`src/skset_pkg.sv`:
```
// ----------------------------------------------------------------------------
// skset_pkg
// Shared types and constants for the sorted key set.
// ----------------------------------------------------------------------------
package skset_pkg;

    localparam int KEY_W    = 32;
    localparam int STATUS_W = 3;
    localparam int POS_W    = 4;
    localparam int COUNT_W  = 5;
    localparam int OUT_W    = 16;

    // Operation carried in tuser.
    localparam logic KIND_INSERT = 1'b0;
    localparam logic KIND_DELETE = 1'b1;

    typedef enum logic [STATUS_W-1:0] {
        ST_INSERTED  = 3'd0,
        ST_DUPLICATE = 3'd1,
        ST_DELETED   = 3'd2,
        ST_NOT_FOUND = 3'd3,
        ST_FULL      = 3'd4
    } t_status;

    typedef enum logic [1:0] {
        S_IDLE,
        S_CMP,
        S_APPLY
    } t_state;

    // Broadcast control from the sequencer to every cell.
    typedef struct packed {
        logic cmp;   // latch compare flags against the operand key
        logic ins;   // open a slot at the insert point and shift up
        logic del;   // close the slot at the match and shift down
    } t_cell_ctl;

endpackage

```
`src/skset_cell.sv`:
```
// ----------------------------------------------------------------------------
// skset_cell
// One slot of the sorted key chain: holds a key and its compare flags.
// ----------------------------------------------------------------------------
module skset_cell (
    input  logic                          i_clk,
    input  skset_pkg::t_cell_ctl          i_ctl,
    input  logic                          i_occ,
    input  logic [skset_pkg::KEY_W-1:0]   i_key,
    input  logic [skset_pkg::KEY_W-1:0]   i_left_key,
    input  logic [skset_pkg::KEY_W-1:0]   i_right_key,
    input  logic                          i_left_lt,
    output logic [skset_pkg::KEY_W-1:0]   o_key,
    output logic                          o_lt,
    output logic                          o_eq
);
    import skset_pkg::*;

    logic [KEY_W-1:0] r_key;
    logic             r_lt;
    logic             r_eq;

    always_ff @(posedge i_clk) begin
        if (i_ctl.cmp) begin
            r_lt <= i_occ && ($signed(r_key) < $signed(i_key));
            r_eq <= i_occ && (r_key == i_key);
        end
        // Cells below the operand keep their keys; the rest move one place.
        if (i_ctl.ins && !r_lt) begin
            r_key <= i_left_lt ? i_key : i_left_key;
        end else if (i_ctl.del && !r_lt) begin
            r_key <= i_right_key;
        end
    end

    assign o_key = r_key;
    assign o_lt  = r_lt;
    assign o_eq  = r_eq;

endmodule

```
`src/sorted_key_set.sv`:
```
// ----------------------------------------------------------------------------
// sorted_key_set
// Set of distinct signed keys kept in ascending order in a chain of cells.
// ----------------------------------------------------------------------------
// Each beat asks to insert (tuser 0) or delete (tuser 1) the key in tdata and
// returns one result beat with status, position and the new count. An item
// passes through S_CMP, in which every cell compares its key with the operand
// in parallel and registers the outcome, and S_APPLY, in which the cells shift
// toward or away from the affected slot once the result register is free. A
// new beat is taken only while idle or as S_APPLY finishes the current item.
// An insert into a full set of a key not yet present is dropped and flagged.
module sorted_key_set #(
    parameter int CAPACITY = 16
) (
    input  logic                         i_clk,
    input  logic                         i_rst_n,
    input  logic                         i_s_axis_tvalid,
    output logic                         o_s_axis_tready,
    input  logic [skset_pkg::KEY_W-1:0]  i_s_axis_tdata,   // [31:0] key
    input  logic                         i_s_axis_tuser,   // [0] kind
    output logic                         o_m_axis_tvalid,
    input  logic                         i_m_axis_tready,
    output logic [skset_pkg::OUT_W-1:0]  o_m_axis_tdata    // [2:0] status,
                                                           // [6:3] position,
                                                           // [11:7] count
);
    import skset_pkg::*;

    localparam int CNT_W = $clog2(CAPACITY + 1);
    localparam int IDX_W = $clog2(CAPACITY);

    t_state           r_state, n_state;
    logic [KEY_W-1:0] r_key;
    logic             r_kind;
    logic [CNT_W-1:0] r_count, n_count;
    logic             r_out_valid;
    logic [OUT_W-1:0] r_out_data, n_out_data;

    t_cell_ctl        ctl;
    logic             accept;
    logic             out_free;
    logic             finish;
    logic             hit;
    logic             full;
    logic [IDX_W-1:0] slot;
    t_status          status;
    logic [POS_W-1:0] pos;

    logic [KEY_W-1:0] cell_key [CAPACITY];
    logic [CAPACITY-1:0] cell_lt;
    logic [CAPACITY-1:0] cell_eq;
    logic [CAPACITY-1:0] cell_occ;
    logic [CAPACITY-1:0] left_lt;
    logic [CAPACITY-1:0] boundary;

    genvar gi;
    generate
        for (gi = 0; gi < CAPACITY; gi++) begin : g_cell
            logic [KEY_W-1:0] left_key;
            logic [KEY_W-1:0] right_key;

            assign cell_occ[gi] = (CNT_W'(gi) < r_count);
            if (gi == 0) begin : g_first
                assign left_lt[gi]  = 1'b1;
                assign left_key     = r_key;
            end else begin : g_mid
                assign left_lt[gi]  = cell_lt[gi-1];
                assign left_key     = cell_key[gi-1];
            end
            if (gi == CAPACITY - 1) begin : g_last
                assign right_key = r_key;
            end else begin : g_inner
                assign right_key = cell_key[gi+1];
            end
            assign boundary[gi] = left_lt[gi] && !cell_lt[gi];

            skset_cell u_cell (
                .i_clk       (i_clk),
                .i_ctl       (ctl),
                .i_occ       (cell_occ[gi]),
                .i_key       (r_key),
                .i_left_key  (left_key),
                .i_right_key (right_key),
                .i_left_lt   (left_lt[gi]),
                .o_key       (cell_key[gi]),
                .o_lt        (cell_lt[gi]),
                .o_eq        (cell_eq[gi])
            );
        end
    endgenerate

    // The flags form a thermometer, so the first cell not below the operand
    // is a one-hot boundary; encode it with an OR of masked indexes.
    always_comb begin
        slot = '0;
        for (int i = 0; i < CAPACITY; i++) begin
            slot = slot | (IDX_W'(i) & {IDX_W{boundary[i]}});
        end
    end

    assign hit      = |cell_eq;
    assign full     = (r_count == CNT_W'(CAPACITY));
    assign out_free = !r_out_valid || i_m_axis_tready;
    assign finish   = (r_state == S_APPLY) && out_free;
    assign o_s_axis_tready = (r_state == S_IDLE) || finish;
    assign accept   = i_s_axis_tvalid && o_s_axis_tready;

    always_comb begin
        n_state    = r_state;
        n_count    = r_count;
        ctl        = '0;
        status     = ST_NOT_FOUND;
        pos        = '0;
        unique case (r_state)
            S_IDLE: begin
                if (accept) begin
                    n_state = S_CMP;
                end
            end
            S_CMP: begin
                ctl.cmp = 1'b1;
                n_state = S_APPLY;
            end
            S_APPLY: begin
                if (finish) begin
                    n_state = accept ? S_CMP : S_IDLE;
                end
            end
            default: begin
                n_state = S_IDLE;
            end
        endcase

        priority if (r_kind == KIND_INSERT && hit) begin
            status = ST_DUPLICATE;
            pos    = POS_W'(slot);
        end else if (r_kind == KIND_INSERT && full) begin
            status = ST_FULL;
        end else if (r_kind == KIND_INSERT) begin
            status  = ST_INSERTED;
            pos     = POS_W'(slot);
            ctl.ins = finish;
            if (finish) begin
                n_count = r_count + CNT_W'(1);
            end
        end else if (hit) begin
            status  = ST_DELETED;
            pos     = POS_W'(slot);
            ctl.del = finish;
            if (finish) begin
                n_count = r_count - CNT_W'(1);
            end
        end else begin
            status = ST_NOT_FOUND;
        end

        n_out_data = {OUT_W'(0)} | OUT_W'({COUNT_W'(n_count), pos, status});
    end

    always_ff @(posedge i_clk) begin
        if (!i_rst_n) begin
            r_state     <= S_IDLE;
            r_count     <= '0;
            r_out_valid <= 1'b0;
        end else begin
            r_state <= n_state;
            r_count <= n_count;
            if (finish) begin
                r_out_valid <= 1'b1;
            end else if (i_m_axis_tready) begin
                r_out_valid <= 1'b0;
            end
        end
    end

    always_ff @(posedge i_clk) begin
        if (accept) begin
            r_key  <= i_s_axis_tdata;
            r_kind <= i_s_axis_tuser;
        end
        if (finish) begin
            r_out_data <= n_out_data;
        end
    end

    assign o_m_axis_tvalid = r_out_valid;
    assign o_m_axis_tdata  = r_out_data;

endmodule
```
`config.mk`:
```
export PLATFORM = sky130hd
export DESIGN_NAME = sorted_key_set
export DESIGN_NICKNAME = d
export VERILOG_FILES = /design/src/skset_pkg.sv /design/src/skset_cell.sv /design/src/sorted_key_set.sv
export SDC_FILE = /design/constraint.sdc
export NUM_CORES = 2
export LEC_CHECK = 0
export BUFFER_PORTS_ARGS = -buffer_cell sky130_fd_sc_hd__buf_2
export CORE_ASPECT_RATIO = 2
export CORE_MARGIN = 2
export CORE_UTILIZATION = 55
export CTS_BUF_LIST = sky130_fd_sc_hd__clkbuf_16
export CTS_CLUSTER_DIAMETER = 80
export DETAILED_ROUTE_END_ITERATION = 16
export PLACE_DENSITY = 0.71
export SYNTH_ARGS = -nofsm -noshare
export SYNTH_HDL_FRONTEND = slang
export SYNTH_SLANG_ARGS = --single-unit
```
`constraint.sdc`:
```
create_clock -name i_clk -period 4.82 [get_ports i_clk]
set_clock_uncertainty 0.1 [all_clocks]
set_input_delay 1.446 -clock i_clk [delete_from_list [all_inputs] [get_ports i_clk]]
set_output_delay 1.446 -clock i_clk [all_outputs]
set_load 0.01 [all_outputs]
```
==> metrics.txt <==
vias 30800; die width 195 um; final hold vios 0; Die Area 75300 um^2; max frequency 242 MHz; Clock Latency Late Sink 0.63 ns; multi-input logic area 21200 um^2; Max VDD drop 0.000312 V; die height 386 um; post-route minimum period 4.13 ns; family with the most delay on the worst path compound AO/OA/AOI/OAI gates; Total Power 11.9 mW; Worst Hold Path EP r_state[1]; I/O Buffers 50; stages on the worst setup path 8; number of max-cap violations 0; Reg2Reg Depth 8; Routed wire per std cell 24.5 um; initial antenna violation count 0; Mapped Area 40100 um^2; DPL Wire Length 89400 um; Post-DP Area 41700 um^2; Setup crit start g_cell[0].left_key[1]; first-pass GRT wire length 175000 um; Cell variety after synth 65; pwr dens 272 nW/um^2; share of cells above drive strength 1 0.0846; hold depth 1; total CTS buffers 57; total track usage 0.305; GP Congestion 0.903; HP Start r_state[0]; core area 72500 um^2; vias in the first global route 31600; Gate Count Post-Synth 3761; Clock Pin Slew Worst Setup and Hold Paths 0.07 ns; status completed; final-stage net count 4336; Site Rows 140; area grow syn2layout 8.69%; register area share after synthesis 0.445; clk sink count 597; largest net degree at the start of global routing 65; Initial Utilization 0.554; cts hold-fix bufs 0; Fin Setup TNS 0 ns; DRC Markers 0; endpoints failing setup 0; RSZ-0062 raised after global routing no; root buf cell clkbuf_16; fill cell count 6124; post-route design area 43600 um^2; Setup crit end kind flip-flop; # diodes 0; Slowest-stage cell, CP edfxtp_1; CP max FO 16; post-route clock period utilization 0.858; Antenna Nets Post-Route 0; Seq. cell area 17800 um^2; Reg-to-Reg Start g_cell[0].left_key[1]; Util after Layout 0.602; Iteration-0 DRC Markers 2066; Post-synth EDFFs 589; Worst-Margin Slew 1.11 ns; crit path cell chain inv_1 > ha_1 > nor2b_1 > o211ai_1 > a21oi_1 > o41ai_1 > a311oi_1 > a41o_1; crit path buf inv count 1; Most used DFF post-synth edfxtp_1; CTS tree yes; CTS max path bufs 3; worst endpoint data arrival time 4.41 ns; Req. time, crit path 5.10 ns; Critical Path Source Type flip-flop; Pre-antenna DRT Iters 8; Vias/cell 6.49; post-CTS setup repair buffer count 0; slowest stage delay, CP 0.99 ns; Pleak 17.7 nW; critical path class reg -> reg; reg2reg end g_cell[8].u_cell.o_lt; I/O pin count 55; fraction of registers with async set/reset 0; H-tree Lvls 2; worst relative slew slack 0.262; synth warn 0; WHS 0.405 ns; Avg Cell Area, Syn 10.7 um^2; fin. max-slew vios 0; post-CTS sizing 0; final wirelength 116000 um; r2r setup slk 0.69 ns; Tightest Hold Check Type reg -> reg; total grt overflow 0; Synth Register Bits 597
## cells in the final DEF, fill, tap and decap left out, drive strengths merged, types with 21 or more instances in the layout
master  synthesis  layout
a21oi         653     653
edfxtp        589     589
nor2          529     529
ha            515     515
mux2i         453     453
buf            94     159
nand2         151     151
o21ai          97      97
inv            75      85
nand4          79      79
clkbuf        104      59
a21o           48      48
mux2           39      39
nor2b          38      38
nand3          37      37
and4           32      32
nor4           27      27
clkinv          0      27
nor3           23      23
a221oi         21      21
## power by group
part	total [mW]	switching, mW	internal, mW	leakage, nW
clock	4.84	2.10	2.74	0.994
combinational	1.15	0.706	0.444	11.3
sequential	5.87	0.142	5.73	5.42
total	11.9	2.95	8.91	17.7
## routing by layer
| metal | global-route usage | part of all wire |
|---|---|---|
| met5 | 0 | 0 |
| met4 | 0.242 | 0.091 |
| met3 | 0.0235 | 0.037 |
| met2 | 0.578 | 0.53 |
| met1 | 0.305 | 0.34 |
## state kept, by name, summed over array words and instances (netlist names)
name	flops
g_cell.u_cell.o_key	512
g_cell.left_key	32
g_cell.u_cell.o_eq	16
g_cell.u_cell.o_lt	16
o_m_axis_tdata	12
r_count	5
r_state	2
o_m_axis_tvalid	1
r_kind	1
## worst register-to-register path, stage by stage, from the launching register on
cell      delay (ns)
edfxtp_1        0.99
inv_1           0.68
ha_1            0.52
nor2b_1         0.15
o211ai_1        0.16
a21oi_1         0.10
o41ai_1         0.74
a311oi_1        0.22
a41o_1          0.23
## layout make-up
type	count	share of cell area
multi-input combinational	2894	0.485
tap	923	0.0265
inverter	75	0.00645
timing repair buffer	159	0.0285
clock inverter	47	0.0106
sequential	597	0.409
clock buffer	59	0.0338
## how the worst max path moves through the flow
stage	end	slack, ns
after CTS	g_cell[14].u_cell.o_lt	0.77
after global routing	g_cell[14].u_cell.o_lt	0.53
after floorplan	g_cell[0].u_cell.o_key[0]	0.63
final	g_cell[8].u_cell.o_lt	0.69
after detailed placement	g_cell[13].u_cell.o_key[12]	0.60
after global placement	g_cell[13].u_cell.o_key[11]	0.65
## synthesized netlist by cell type, drive strengths merged (5+ instances only)
cell type	number	area, um^2
nand2b	7	43.8
nor4	27	169
a211oi	10	75.1
nor3	23	126
o211ai	18	135
mux2	39	439
nand4	79	494
a31oi	10	62.6
mux2i	453	4530
a21o	48	360
inv	75	282
buf	94	564
clkbuf	104	390
or3	9	56.3
edfxtp	589	17700
and2	5	31.3
o41ai	6	52.6
o21a	9	67.6
dfxtp	8	160
a21oi	653	3270
ha	515	6440
a221oi	21	184
nand3	37	185
and3	11	68.8
a2111oi	5	43.8
a21boi	8	60.1
nor2b	38	238
and4	32	280
nand2	151	567
nor2	529	2160
o21ai	97	485
## stage by stage
stage	instances	worst slack, ns
CTS	4754	0.772
global route	4754	0.533
detailed placement	4648	0.600
floorplan	3764	0.632
global placement	4648	0.654
finish	4754	0.687
## cells by family (layout without fill, tap and decap cells)
| family | Yosys count | in the layout | share of synthesized area |
|---|---|---|---|
| mux | 492 | 492 | 0.124 |
| simple gates | 963 | 963 | 0.113 |
| flops | 597 | 597 | 0.445 |
| xor+xnor | 5 | 5 | 0.00109 |
| compound gates | 915 | 915 | 0.126 |
| buf+inv | 273 | 340 | 0.0308 |
| fa+ha+maj | 515 | 515 | 0.161 |
| other cells | 1 | 4 | 0.0000934 |
Power figures use the tool's default switching activity.
